## config.mk

```make
export PLATFORM = sky130hd
export DESIGN_NAME = polyline_point_distance_core
export DESIGN_NICKNAME = d
export VERILOG_FILES = /design/src/hdl/ppd_pkg.sv /design/src/hdl/ppd_datapath.sv /design/src/hdl/ppd_ctrl.sv /design/src/hdl/polyline_point_distance_core.sv
export SDC_FILE = /design/constraint.sdc
export NUM_CORES = 2
export LEC_CHECK = 0
export ABC_CLOCK_PERIOD_IN_PS = 11100
export BUFFER_PORTS_ARGS = -buffer_cell sky130_fd_sc_hd__buf_2
export CELL_PAD_IN_SITES_DETAIL_PLACEMENT = 0
export CELL_PAD_IN_SITES_GLOBAL_PLACEMENT = 2
export CORE_MARGIN = 2
export CORE_UTILIZATION = 35
export CTS_BUF_LIST = sky130_fd_sc_hd__clkbuf_8
export DETAILED_ROUTE_END_ITERATION = 7
export PLACE_DENSITY = 0.72
export SLEW_MARGIN = 20
export SYNTH_ARGS = -nofsm -noshare
export SYNTH_HDL_FRONTEND = slang
export SYNTH_SLANG_ARGS = --single-unit
```

## constraint.sdc

```tcl
create_clock -name clk_i -period 11.1 [get_ports clk_i]
set_input_delay 1.665 -clock clk_i [delete_from_list [all_inputs] [get_ports clk_i]]
set_output_delay 1.665 -clock clk_i [all_outputs]
set_load 0.01 [all_outputs]
```

## src/hdl/ppd_pkg.sv

```systemverilog
// ----------------------------------------------------------------------------
// Polyline point distance package
// Shared command, status and register index types for the controller, the
// datapath and the top level.
// ----------------------------------------------------------------------------
package ppd_pkg;

  localparam int unsigned CFG_INDEX_BITS = 1;

  typedef enum logic [CFG_INDEX_BITS-1:0] {
    REG_CURSOR_X,
    REG_CURSOR_Y
  } cfg_reg_e;

  typedef enum logic [3:0] {
    OP_NONE,
    OP_LOAD,
    OP_MAC,
    OP_SQ,
    OP_DIV_INIT,
    OP_DIV_STEP,
    OP_PICK_CAND,
    OP_PICK_QUOT,
    OP_ROOT_INIT,
    OP_ROOT_STEP,
    OP_CLEAR
  } dp_op_e;

  typedef enum logic [3:0] {
    T_WXVX,
    T_WYVY,
    T_VXVX,
    T_VYVY,
    T_WXWX,
    T_WYWY,
    T_EXEX,
    T_EYEY,
    T_WXVY,
    T_WYVX,
    T_LL,
    T_HL,
    T_HH
  } term_e;

  typedef struct packed {
    dp_op_e op;
    term_e  term;
  } dp_cmd_t;

  typedef struct packed {
    logic c1_le_zero;
    logic c2_le_c1;
  } dp_status_t;

  typedef struct packed {
    logic load;
    logic no_segment;
  } out_ctl_t;

endpackage

```

## src/hdl/ppd_datapath.sv

```systemverilog
// ----------------------------------------------------------------------------
// Polyline point distance datapath
// Segment vectors, one shared multiply-accumulate unit, cross term squaring,
// serial quotient, running minimum and serial square root.
// ----------------------------------------------------------------------------
module ppd_datapath #(
  parameter int unsigned COORD_BITS = 16
) (
  input  logic                         clk_i,
  input  logic                         rst_ni,
  input  ppd_pkg::dp_cmd_t             cmd_i,
  input  logic signed [COORD_BITS-1:0] point_x_i,
  input  logic signed [COORD_BITS-1:0] point_y_i,
  input  logic signed [COORD_BITS-1:0] cursor_x_i,
  input  logic signed [COORD_BITS-1:0] cursor_y_i,
  output ppd_pkg::dp_status_t          status_o,
  output logic [COORD_BITS:0]          distance_o
);

  localparam int unsigned C  = COORD_BITS;
  localparam int unsigned DW = C + 1;
  localparam int unsigned MW = C + 2;
  localparam int unsigned PW = 2 * C + 3;
  localparam int unsigned BW = 2 * C + 2;
  localparam int unsigned CW = 2 * C + 1;
  localparam int unsigned SW = 4 * C + 2;
  localparam int unsigned RW = C + 2;
  localparam int unsigned TW = C + 4;

  logic signed [C-1:0]    prev_x_q, prev_y_q;
  logic signed [DW-1:0]   vx_q, vy_q, wx_q, wy_q, ex_q, ey_q;
  logic signed [DW-1:0]   vx_d, vy_d, wx_d, wy_d, ex_d, ey_d;
  logic signed [DW-1:0]   px_e, py_e, ax_e, ay_e, cx_e, cy_e;
  logic signed [PW-1:0]   acc_q, c1_q;
  logic [BW-1:0]          c2_q, cand_q, best_q;
  logic [CW-1:0]          cr_q, cr_mag;
  logic [SW-1:0]          sq_q;
  logic [BW-1:0]          rem_q, dvd_q;
  logic [BW:0]            div_t;
  logic                   div_ge;
  logic [BW-1:0]          rad_q;
  logic [RW-1:0]          sqrem_q;
  logic [C:0]             root_q;
  logic [TW-1:0]          root_t, root_trial;
  logic                   root_ge;
  logic signed [MW-1:0]   ma, mb;
  logic signed [2*MW-1:0] prod_full;
  logic signed [PW-1:0]   prod, sum, diff, diff_neg;
  logic [BW-1:0]          prod_u;

  always_comb begin
    px_e = {point_x_i[C-1], point_x_i};
    py_e = {point_y_i[C-1], point_y_i};
    ax_e = {prev_x_q[C-1], prev_x_q};
    ay_e = {prev_y_q[C-1], prev_y_q};
    cx_e = {cursor_x_i[C-1], cursor_x_i};
    cy_e = {cursor_y_i[C-1], cursor_y_i};
    vx_d = px_e - ax_e;
    vy_d = py_e - ay_e;
    wx_d = cx_e - ax_e;
    wy_d = cy_e - ay_e;
    ex_d = cx_e - px_e;
    ey_d = cy_e - py_e;
  end

  always_comb begin
    unique case (cmd_i.term)
      ppd_pkg::T_WXVX: begin ma = {wx_q[DW-1], wx_q}; mb = {vx_q[DW-1], vx_q}; end
      ppd_pkg::T_WYVY: begin ma = {wy_q[DW-1], wy_q}; mb = {vy_q[DW-1], vy_q}; end
      ppd_pkg::T_VXVX: begin ma = {vx_q[DW-1], vx_q}; mb = {vx_q[DW-1], vx_q}; end
      ppd_pkg::T_VYVY: begin ma = {vy_q[DW-1], vy_q}; mb = {vy_q[DW-1], vy_q}; end
      ppd_pkg::T_WXWX: begin ma = {wx_q[DW-1], wx_q}; mb = {wx_q[DW-1], wx_q}; end
      ppd_pkg::T_WYWY: begin ma = {wy_q[DW-1], wy_q}; mb = {wy_q[DW-1], wy_q}; end
      ppd_pkg::T_EXEX: begin ma = {ex_q[DW-1], ex_q}; mb = {ex_q[DW-1], ex_q}; end
      ppd_pkg::T_EYEY: begin ma = {ey_q[DW-1], ey_q}; mb = {ey_q[DW-1], ey_q}; end
      ppd_pkg::T_WXVY: begin ma = {wx_q[DW-1], wx_q}; mb = {vy_q[DW-1], vy_q}; end
      ppd_pkg::T_WYVX: begin ma = {wy_q[DW-1], wy_q}; mb = {vx_q[DW-1], vx_q}; end
      ppd_pkg::T_LL: begin
        ma = {1'b0, cr_q[C:0]};
        mb = {1'b0, cr_q[C:0]};
      end
      ppd_pkg::T_HL: begin
        ma = {2'b00, cr_q[CW-1:C+1]};
        mb = {1'b0, cr_q[C:0]};
      end
      ppd_pkg::T_HH: begin
        ma = {2'b00, cr_q[CW-1:C+1]};
        mb = {2'b00, cr_q[CW-1:C+1]};
      end
      default: begin ma = '0; mb = '0; end
    endcase
    prod_full = ma * mb;
    prod      = prod_full[PW-1:0];
    prod_u    = prod[BW-1:0];
    sum       = acc_q + prod;
    diff      = acc_q - prod;
    diff_neg  = -diff;
    cr_mag    = diff[PW-1] ? diff_neg[CW-1:0] : diff[CW-1:0];
  end

  always_comb begin
    div_t  = {rem_q, dvd_q[BW-1]};
    div_ge = div_t >= {1'b0, c2_q};
  end

  always_comb begin
    root_t     = {sqrem_q, rad_q[BW-1:BW-2]};
    root_trial = {1'b0, root_q, 2'b01};
    root_ge    = root_t >= root_trial;
  end

  always_ff @(posedge clk_i or negedge rst_ni) begin
    if (!rst_ni) begin
      prev_x_q <= '0;
      prev_y_q <= '0;
      best_q   <= '1;
    end else begin
      unique case (cmd_i.op)
        ppd_pkg::OP_LOAD: begin
          prev_x_q <= point_x_i;
          prev_y_q <= point_y_i;
        end
        ppd_pkg::OP_PICK_CAND: begin
          if (cand_q < best_q) begin
            best_q <= cand_q;
          end
        end
        ppd_pkg::OP_PICK_QUOT: begin
          if (dvd_q < best_q) begin
            best_q <= dvd_q;
          end
        end
        ppd_pkg::OP_CLEAR: begin
          prev_x_q <= '0;
          prev_y_q <= '0;
          best_q   <= '1;
        end
        default: ;
      endcase
    end
  end

  always_ff @(posedge clk_i) begin
    unique case (cmd_i.op)
      ppd_pkg::OP_LOAD: begin
        vx_q <= vx_d;
        vy_q <= vy_d;
        wx_q <= wx_d;
        wy_q <= wy_d;
        ex_q <= ex_d;
        ey_q <= ey_d;
      end
      ppd_pkg::OP_MAC: begin
        unique case (cmd_i.term)
          ppd_pkg::T_WXVX, ppd_pkg::T_VXVX, ppd_pkg::T_WXWX,
          ppd_pkg::T_EXEX, ppd_pkg::T_WXVY: acc_q <= prod;
          ppd_pkg::T_WYVY:                  c1_q <= sum;
          ppd_pkg::T_VYVY:                  c2_q <= sum[BW-1:0];
          ppd_pkg::T_WYWY, ppd_pkg::T_EYEY: cand_q <= sum[BW-1:0];
          ppd_pkg::T_WYVX:                  cr_q <= cr_mag;
          default: ;
        endcase
      end
      ppd_pkg::OP_SQ: begin
        unique case (cmd_i.term)
          ppd_pkg::T_LL: sq_q <= SW'(prod_u);
          ppd_pkg::T_HL: sq_q <= sq_q + (SW'(prod_u) << (C + 2));
          ppd_pkg::T_HH: sq_q <= sq_q + (SW'(prod_u) << BW);
          default: ;
        endcase
      end
      ppd_pkg::OP_DIV_INIT: begin
        rem_q <= BW'(sq_q[SW-1:BW]);
        dvd_q <= sq_q[BW-1:0];
      end
      ppd_pkg::OP_DIV_STEP: begin
        rem_q <= div_ge ? BW'(div_t - {1'b0, c2_q}) : div_t[BW-1:0];
        dvd_q <= {dvd_q[BW-2:0], div_ge};
      end
      ppd_pkg::OP_ROOT_INIT: begin
        rad_q   <= best_q;
        sqrem_q <= '0;
        root_q  <= '0;
      end
      ppd_pkg::OP_ROOT_STEP: begin
        sqrem_q <= root_ge ? RW'(root_t - root_trial) : root_t[RW-1:0];
        root_q  <= {root_q[C-1:0], root_ge};
        rad_q   <= rad_q << 2;
      end
      default: ;
    endcase
  end

  assign status_o.c1_le_zero = c1_q[PW-1] || (c1_q == '0);
  assign status_o.c2_le_c1   = $signed({1'b0, c2_q}) <= c1_q;
  assign distance_o          = root_q;

endmodule

```

## src/hdl/ppd_ctrl.sv

```systemverilog
// ----------------------------------------------------------------------------
// Polyline point distance controller
// Sequences the datapath per point, tracks the path and owns the result
// handshake.
// ----------------------------------------------------------------------------
module ppd_ctrl #(
  parameter int unsigned COORD_BITS = 16
) (
  input  logic                clk_i,
  input  logic                rst_ni,
  input  logic                in_valid_i,
  input  logic                in_last_i,
  output logic                in_ready_o,
  input  logic                out_ready_i,
  output logic                out_valid_o,
  output ppd_pkg::out_ctl_t   out_ctl_o,
  output ppd_pkg::dp_cmd_t    cmd_o,
  input  ppd_pkg::dp_status_t status_i
);

  localparam int unsigned DIV_STEPS  = 2 * COORD_BITS + 2;
  localparam int unsigned ROOT_STEPS = COORD_BITS + 1;
  localparam int unsigned CNT_W      = $clog2(DIV_STEPS);

  typedef enum logic [3:0] {
    S_IDLE,
    S_MAC,
    S_DECIDE,
    S_SQ,
    S_DIV_INIT,
    S_DIV,
    S_PICK_C,
    S_PICK_Q,
    S_FINISH,
    S_ROOT_INIT,
    S_ROOT,
    S_EMIT
  } state_e;

  state_e                 state_q;
  ppd_pkg::term_e         term_q;
  logic [CNT_W-1:0]       cnt_q;
  logic                   last_q;
  logic                   had_q;
  logic                   have_prev_q;
  logic                   out_valid_q;
  logic                   out_free;
  logic                   emit;

  assign out_free    = !out_valid_q || out_ready_i;
  assign emit        = (state_q == S_EMIT) && out_free;
  assign in_ready_o  = (state_q == S_IDLE);
  assign out_valid_o = out_valid_q;

  assign out_ctl_o.load       = emit;
  assign out_ctl_o.no_segment = !had_q;

  always_comb begin
    cmd_o.term = term_q;
    unique case (state_q)
      S_IDLE:      cmd_o.op = in_valid_i ? ppd_pkg::OP_LOAD : ppd_pkg::OP_NONE;
      S_MAC:       cmd_o.op = ppd_pkg::OP_MAC;
      S_SQ:        cmd_o.op = ppd_pkg::OP_SQ;
      S_DIV_INIT:  cmd_o.op = ppd_pkg::OP_DIV_INIT;
      S_DIV:       cmd_o.op = ppd_pkg::OP_DIV_STEP;
      S_PICK_C:    cmd_o.op = ppd_pkg::OP_PICK_CAND;
      S_PICK_Q:    cmd_o.op = ppd_pkg::OP_PICK_QUOT;
      S_ROOT_INIT: cmd_o.op = ppd_pkg::OP_ROOT_INIT;
      S_ROOT:      cmd_o.op = ppd_pkg::OP_ROOT_STEP;
      S_EMIT:      cmd_o.op = out_free ? ppd_pkg::OP_CLEAR : ppd_pkg::OP_NONE;
      default:     cmd_o.op = ppd_pkg::OP_NONE;
    endcase
  end

  always_ff @(posedge clk_i or negedge rst_ni) begin
    if (!rst_ni) begin
      state_q     <= S_IDLE;
      term_q      <= ppd_pkg::T_WXVX;
      cnt_q       <= '0;
      last_q      <= 1'b0;
      had_q       <= 1'b0;
      have_prev_q <= 1'b0;
      out_valid_q <= 1'b0;
    end else begin
      priority if (emit) begin
        out_valid_q <= 1'b1;
      end else if (out_ready_i) begin
        out_valid_q <= 1'b0;
      end

      unique case (state_q)
        S_IDLE: begin
          if (in_valid_i) begin
            last_q      <= in_last_i;
            had_q       <= have_prev_q;
            have_prev_q <= 1'b1;
            if (have_prev_q) begin
              state_q <= S_MAC;
              term_q  <= ppd_pkg::T_WXVX;
            end else if (in_last_i) begin
              state_q <= S_EMIT;
            end
          end
        end
        S_MAC: begin
          unique case (term_q)
            ppd_pkg::T_WXVX: term_q <= ppd_pkg::T_WYVY;
            ppd_pkg::T_WYVY: term_q <= ppd_pkg::T_VXVX;
            ppd_pkg::T_VXVX: term_q <= ppd_pkg::T_VYVY;
            ppd_pkg::T_VYVY: state_q <= S_DECIDE;
            ppd_pkg::T_WXWX: term_q <= ppd_pkg::T_WYWY;
            ppd_pkg::T_EXEX: term_q <= ppd_pkg::T_EYEY;
            ppd_pkg::T_WYWY, ppd_pkg::T_EYEY: state_q <= S_PICK_C;
            ppd_pkg::T_WXVY: term_q <= ppd_pkg::T_WYVX;
            ppd_pkg::T_WYVX: begin
              state_q <= S_SQ;
              term_q  <= ppd_pkg::T_LL;
            end
            default: state_q <= S_IDLE;
          endcase
        end
        S_DECIDE: begin
          state_q <= S_MAC;
          priority if (status_i.c1_le_zero) begin
            term_q <= ppd_pkg::T_WXWX;
          end else if (status_i.c2_le_c1) begin
            term_q <= ppd_pkg::T_EXEX;
          end else begin
            term_q <= ppd_pkg::T_WXVY;
          end
        end
        S_SQ: begin
          unique case (term_q)
            ppd_pkg::T_LL: term_q <= ppd_pkg::T_HL;
            ppd_pkg::T_HL: term_q <= ppd_pkg::T_HH;
            default:       state_q <= S_DIV_INIT;
          endcase
        end
        S_DIV_INIT: begin
          cnt_q   <= CNT_W'(DIV_STEPS - 1);
          state_q <= S_DIV;
        end
        S_DIV: begin
          if (cnt_q == '0) begin
            state_q <= S_PICK_Q;
          end else begin
            cnt_q <= cnt_q - 1'b1;
          end
        end
        S_PICK_C, S_PICK_Q: begin
          state_q <= S_FINISH;
        end
        S_FINISH: begin
          state_q <= last_q ? S_ROOT_INIT : S_IDLE;
        end
        S_ROOT_INIT: begin
          cnt_q   <= CNT_W'(ROOT_STEPS - 1);
          state_q <= S_ROOT;
        end
        S_ROOT: begin
          if (cnt_q == '0) begin
            state_q <= S_EMIT;
          end else begin
            cnt_q <= cnt_q - 1'b1;
          end
        end
        S_EMIT: begin
          if (out_free) begin
            have_prev_q <= 1'b0;
            state_q     <= S_IDLE;
          end
        end
        default: state_q <= S_IDLE;
      endcase
    end
  end

endmodule

```

## src/hdl/polyline_point_distance_core.sv

```systemverilog
// ----------------------------------------------------------------------------
// Polyline point distance core
// Least distance from a cursor point to a streamed 2D polyline.
// A point with no previous point is only stored; a segment whose nearest point
// is an end point needs the projection terms and one squared distance; a segment
// needing the projection quotient adds the cross term squaring and the
// bit-serial divider. The last point adds the serial square root, and the
// result register accepts new points while a result waits. Reset clears the
// cursor, the path state and the result valid flag.
// ----------------------------------------------------------------------------
module polyline_point_distance_core #(
  parameter int unsigned COORD_BITS = 16
) (
  input  logic                                 clk_i,
  input  logic                                 rst_ni,
  input  logic                                 s_axis_tvalid,
  output logic                                 s_axis_tready,
  // point_x, point_y
  input  logic [((2*COORD_BITS+7)/8)*8-1:0]    s_axis_tdata,
  // last_point
  input  logic                                 s_axis_tlast,
  output logic                                 m_axis_tvalid,
  input  logic                                 m_axis_tready,
  // distance
  output logic [((COORD_BITS+8)/8)*8-1:0]      m_axis_tdata,
  // no_segment
  output logic                                 m_axis_tuser,
  input  logic                                 cfg_valid_i,
  output logic                                 cfg_ready_o,
  input  logic [ppd_pkg::CFG_INDEX_BITS-1:0]   cfg_index_i,
  input  logic [COORD_BITS-1:0]                cfg_data_i
);

  localparam int unsigned OUT_DATA_W = ((COORD_BITS + 8) / 8) * 8;

  logic signed [COORD_BITS-1:0] cursor_x_q, cursor_y_q;
  logic signed [COORD_BITS-1:0] point_x, point_y;
  logic [COORD_BITS:0]          distance;
  logic [COORD_BITS:0]          dist_q;
  logic                         noseg_q;
  ppd_pkg::dp_cmd_t             cmd;
  ppd_pkg::dp_status_t          status;
  ppd_pkg::out_ctl_t            out_ctl;

  assign point_x     = s_axis_tdata[COORD_BITS-1:0];
  assign point_y     = s_axis_tdata[2*COORD_BITS-1:COORD_BITS];
  assign cfg_ready_o = 1'b1;

  always_ff @(posedge clk_i or negedge rst_ni) begin
    if (!rst_ni) begin
      cursor_x_q <= '0;
      cursor_y_q <= '0;
    end else if (cfg_valid_i) begin
      unique case (ppd_pkg::cfg_reg_e'(cfg_index_i))
        ppd_pkg::REG_CURSOR_X: cursor_x_q <= cfg_data_i;
        ppd_pkg::REG_CURSOR_Y: cursor_y_q <= cfg_data_i;
      endcase
    end
  end

  always_ff @(posedge clk_i) begin
    if (out_ctl.load) begin
      dist_q  <= out_ctl.no_segment ? '0 : distance;
      noseg_q <= out_ctl.no_segment;
    end
  end

  assign m_axis_tdata = OUT_DATA_W'(dist_q);
  assign m_axis_tuser = noseg_q;

  ppd_ctrl #(
    .COORD_BITS (COORD_BITS)
  ) u_ctrl (
    .clk_i       (clk_i),
    .rst_ni      (rst_ni),
    .in_valid_i  (s_axis_tvalid),
    .in_last_i   (s_axis_tlast),
    .in_ready_o  (s_axis_tready),
    .out_ready_i (m_axis_tready),
    .out_valid_o (m_axis_tvalid),
    .out_ctl_o   (out_ctl),
    .cmd_o       (cmd),
    .status_i    (status)
  );

  ppd_datapath #(
    .COORD_BITS (COORD_BITS)
  ) u_datapath (
    .clk_i      (clk_i),
    .rst_ni     (rst_ni),
    .cmd_i      (cmd),
    .point_x_i  (point_x),
    .point_y_i  (point_y),
    .cursor_x_i (cursor_x_q),
    .cursor_y_i (cursor_y_q),
    .status_o   (status),
    .distance_o (distance)
  );

endmodule

```

==> flow_metrics.tcl <==
set metrics [dict create \
    mean_post_synth_cell_area_um2 9.57 \
    routed_wire_length_per_instance_um 22.3 \
    top_signal_layer_used "met4" \
    maxClockFrequency_mhz 93.5 \
    core_area_mm2 0.148 \
    cts.path.max_buffers 3 \
    hp-class "register to register" \
    grt_overflow 0 \
    grt_pass1_wl_mm 259 \
    cp-start-kind "register" \
    run_status "completed" \
    cp.buffers_inverters 9 \
    clock_tree_from_tritoncts "done" \
    synth-edff-count 494 \
    detailedPlace.worstSlack_ns -0.126 \
    area.sequential_mm2 0.0178 \
    worst_slew_pin_slew_ns 1.09 \
    cp.depth 36 \
    place_area_mm2 0.0558 \
    cp_data_required_time_ns 11.70 \
    synth-main-ff-cell "edfxtp_1" \
    route.met2.wl_mm 79.2 \
    area_growth_syn_to_layout_pct 11.5 \
    synth-seq-cells 610 \
    clock_sink_count 610 \
    dr_total_vias 40000 \
    yosysTopAreaCell "edfxtp_1" \
    hpwlAfterDp_mm 138 \
    synthCells 5469 \
    hold_buffers 0 \
    grt_pass1_vias 40600 \
    final_max_slew_viol_count 0 \
    cp_slowest_stage_delay_ns 0.72 \
    std_cell_rows 141 \
    postRouteAntennaNets 0 \
    synth_cell_types 102 \
    seq_area_frac_synth 0.340 \
    wl_met3_mm 7.12 \
    floorplan.die.width_um 391 \
    design.portCount 83 \
    crit_path_frequent_cell "fa_1" \
    viasPerCell 5.21 \
    rr_worst_depth 36 \
    drc_errors 0 \
    grt_resource_usage_total 0.226 \
    worst_path_dominant_cell_family "adder cells" \
    grt_antenna_before_repair 4 \
    final_net_count 6514 \
    timing.max_cap.violations 0 \
    dr.first_iter.drc_count 2547 \
    multi_input_area_mm2 0.0312 \
    clock_pin_slew_on_the_worst_setup_and_hold_paths_ns 0.06 \
    final_layout_size_suffix_gt1_frac 0.102 \
    post-synth-top-area-fraction 0.284 \
    count_of_buffers_from_port_buffering 74 \
    clock_insertion_delay_worst_skew_ns 0.86 \
    floorplan.die_area_mm2 0.153 \
    cts-buffers-inserted 110 \
    worst_hold_path.num_cells 2 \
    h-tree-depth 3 \
    clock-root-buffer "clkbuf_8" \
    async_flop_share 0.190 \
    setup_violations 0 \
    worst-setup-path-type "register to register" \
    routed_wire_length_mm 171 \
    timing_hold_violations_final 0 \
    post-route-min-period_ns 10.70 \
    yosys-top-cells-area "edfxtp_1 (28%), fa_1 (13%), ha_1 (11%)" \
    drt-pass1-iter-count 6 \
    slew_headroom 0.269 \
    place_congestion 0.927 \
    final_worst_slack_ns 0.402 \
    wirelength_met1_mm 80.1 \
    critical_path_arrival_ns 11.30 \
    post-route-cell-area_mm2 0.0584 \
    layout_fillers 14800 \
    worst_path_max_delay_cell "a21oi_1" \
    part_of_the_cycle_the_worst_path_needs 0.964 \
    clock_skew_ns 0.0611 \
    syn-cell-area_mm2 0.0523 \
    grt_start_max_net_pins 84 \
    synth_warnings 0 \
    floorplan.initialDensity 0.353 \
    critical_path.endpoint_type "register" \
    die-height_um 391 \
    critical_path.max_fanout 20 \
]
-- routing by layer --
metal  GRT usage  vias up
met2       0.369      881
li1            -    19100
met4      0.0595        0
met3      0.0288      215
met5           0        -
met1       0.314    19800
-- state kept, by name, indices dropped and copies added, names as in the netlist, 18 cells and up --
name / cells
u_datapath.acc_q: 35
u_datapath.best_q: 34
u_datapath.c1_q: 35
u_datapath.c2_q: 34
u_datapath.cand_q: 34
u_datapath.cr_q: 33
u_datapath.dvd_q: 34
u_datapath.rad_q: 34
u_datapath.rem_q: 34
u_datapath.sq_q: 66
u_datapath.sqrem_q: 18
-- worst register-to-register path, delay by kind of cell, from the launching register on --
family,cells,cell delay [ns]
buffers and inverters,9,1.14
XOR/XNOR,3,0.79
AO/OA/AOI/OAI,10,3.15
flip-flops,1,0.47
adder cells (fa/ha/maj),8,3.94
AND/OR/NAND/NOR,6,0.99
-- stage by stage --
stage | hold WS, ns | TNS (ns) | util | std cells
after floorplan | 0.450 | 0 | - | 5475
after CTS | 0.485 | 0 | 0.393 | 7667
after detailed placement | 0.470 | -0.187 | 0.377 | 7460
after global placement | 0.462 | 0 | 0.377 | 7460
after global routing | 0.499 | -0.0171 | 0.394 | 7676
final | 0.478 | 0 | 0.394 | 7677
-- Yosys cell counts (all sizes together) (33+ instances only) --
| cell | count |
|---|---|
| a211oi | 34 |
| a21boi | 40 |
| a21o | 143 |
| a21oi | 280 |
| a22oi | 97 |
| a31oi | 33 |
| buf | 45 |
| clkbuf | 137 |
| dfrtp | 82 |
| dfstp | 34 |
| edfxtp | 494 |
| fa | 334 |
| ha | 476 |
| inv | 747 |
| mux2 | 36 |
| mux2i | 59 |
| nand2 | 555 |
| nand2b | 52 |
| nand3 | 78 |
| nand4 | 54 |
| nor2 | 492 |
| nor2b | 61 |
| nor3 | 73 |
| o21ai | 279 |
| o21bai | 40 |
| o22ai | 47 |
| or3 | 50 |
| xnor2 | 184 |
| xor2 | 108 |
-- path summary, 6_finish.rpt --
| kind | from | end | slack (ns) |
|---|---|---|---|
| setup / recovery | u_ctrl.term_q[1]$_DFFE_PN0P_ | u_datapath.cr_q[11]$_DFFE_PP_ | 0.40 |
| hold / removal | u_datapath.prev_x_q[6]$_DFFE_PN0P_ | u_datapath.prev_x_q[6]$_DFFE_PN0P_ | 0.48 |
| setup reg to reg | u_ctrl.term_q[1]$_DFFE_PN0P_ | u_datapath.cr_q[11]$_DFFE_PP_ | 0.40 |
| hold reg to reg | u_datapath.prev_x_q[6]$_DFFE_PN0P_ | u_datapath.prev_x_q[6]$_DFFE_PN0P_ | 0.48 |
| max in group asynchronous | rst_ni | u_datapath.best_q[6]$_DFFE_PN1P_ | 9.03 |
| min in group asynchronous | rst_ni | u_ctrl.term_q[3]$_DFFE_PN0P_ | 0.88 |
-- what timing repair did --
| action | in CTS | in global routing |
|---|---|---|
| buffers inserted | 0 | 6 |
| pin swaps | 0 | 3 |
| endpoints found under the setup margin | 5 | 55 |
| gates resized for setup | 3 | 32 |
-- cell usage in the layout, fill, tap and decap left out, types with 54 or more instances in the layout --
| cell | Yosys | final |
|---|---|---|
| a22oi_1 | 97 | 97 |
| clkbuf_8 | 0 | 116 |
| nor2b_1 | 61 | 60 |
| fa_1 | 334 | 334 |
| xnor2_1 | 181 | 180 |
| nor2_1 | 491 | 481 |
| buf_2 | 21 | 73 |
| dfrtp_1 | 82 | 81 |
| ha_1 | 476 | 473 |
| nor3_1 | 69 | 66 |
| o21ai_0 | 270 | 267 |
| xor2_1 | 108 | 107 |
| buf_4 | 12 | 161 |
| mux2i_1 | 59 | 59 |
| a21oi_1 | 279 | 275 |
| nand2_1 | 555 | 553 |
| nand4_1 | 54 | 54 |
| nand3_1 | 76 | 74 |
| a21o_1 | 143 | 143 |
| inv_1 | 742 | 776 |
| edfxtp_1 | 494 | 494 |
-- final cells by class --
cell class | instances | share of cell area
inverters | 749 | 0.0482
clock buffers | 116 | 0.0274
well taps | 1930 | 0.0414
multi-input cells | 3934 | 0.535
flip-flops and latches | 610 | 0.305
diodes | 3 | 0.000129
clock inverters | 91 | 0.0131
repair buffers | 244 | 0.0298
-- cells by family after synthesis --
| logic type | share of synthesized area |
|---|---|
| AND/OR/NAND/NOR | 0.135 |
| adder cells (fa/ha/maj) | 0.242 |
| AO/OA/AOI/OAI | 0.146 |
| XOR/XNOR | 0.0493 |
| flip-flops | 0.340 |
| buffers and inverters | 0.0689 |
| multiplexers | 0.0191 |
| other | 0.000144 |
Power is not shown: default switching activity piles up to over one toggle a cycle in this logic, so the estimate is an artifact.
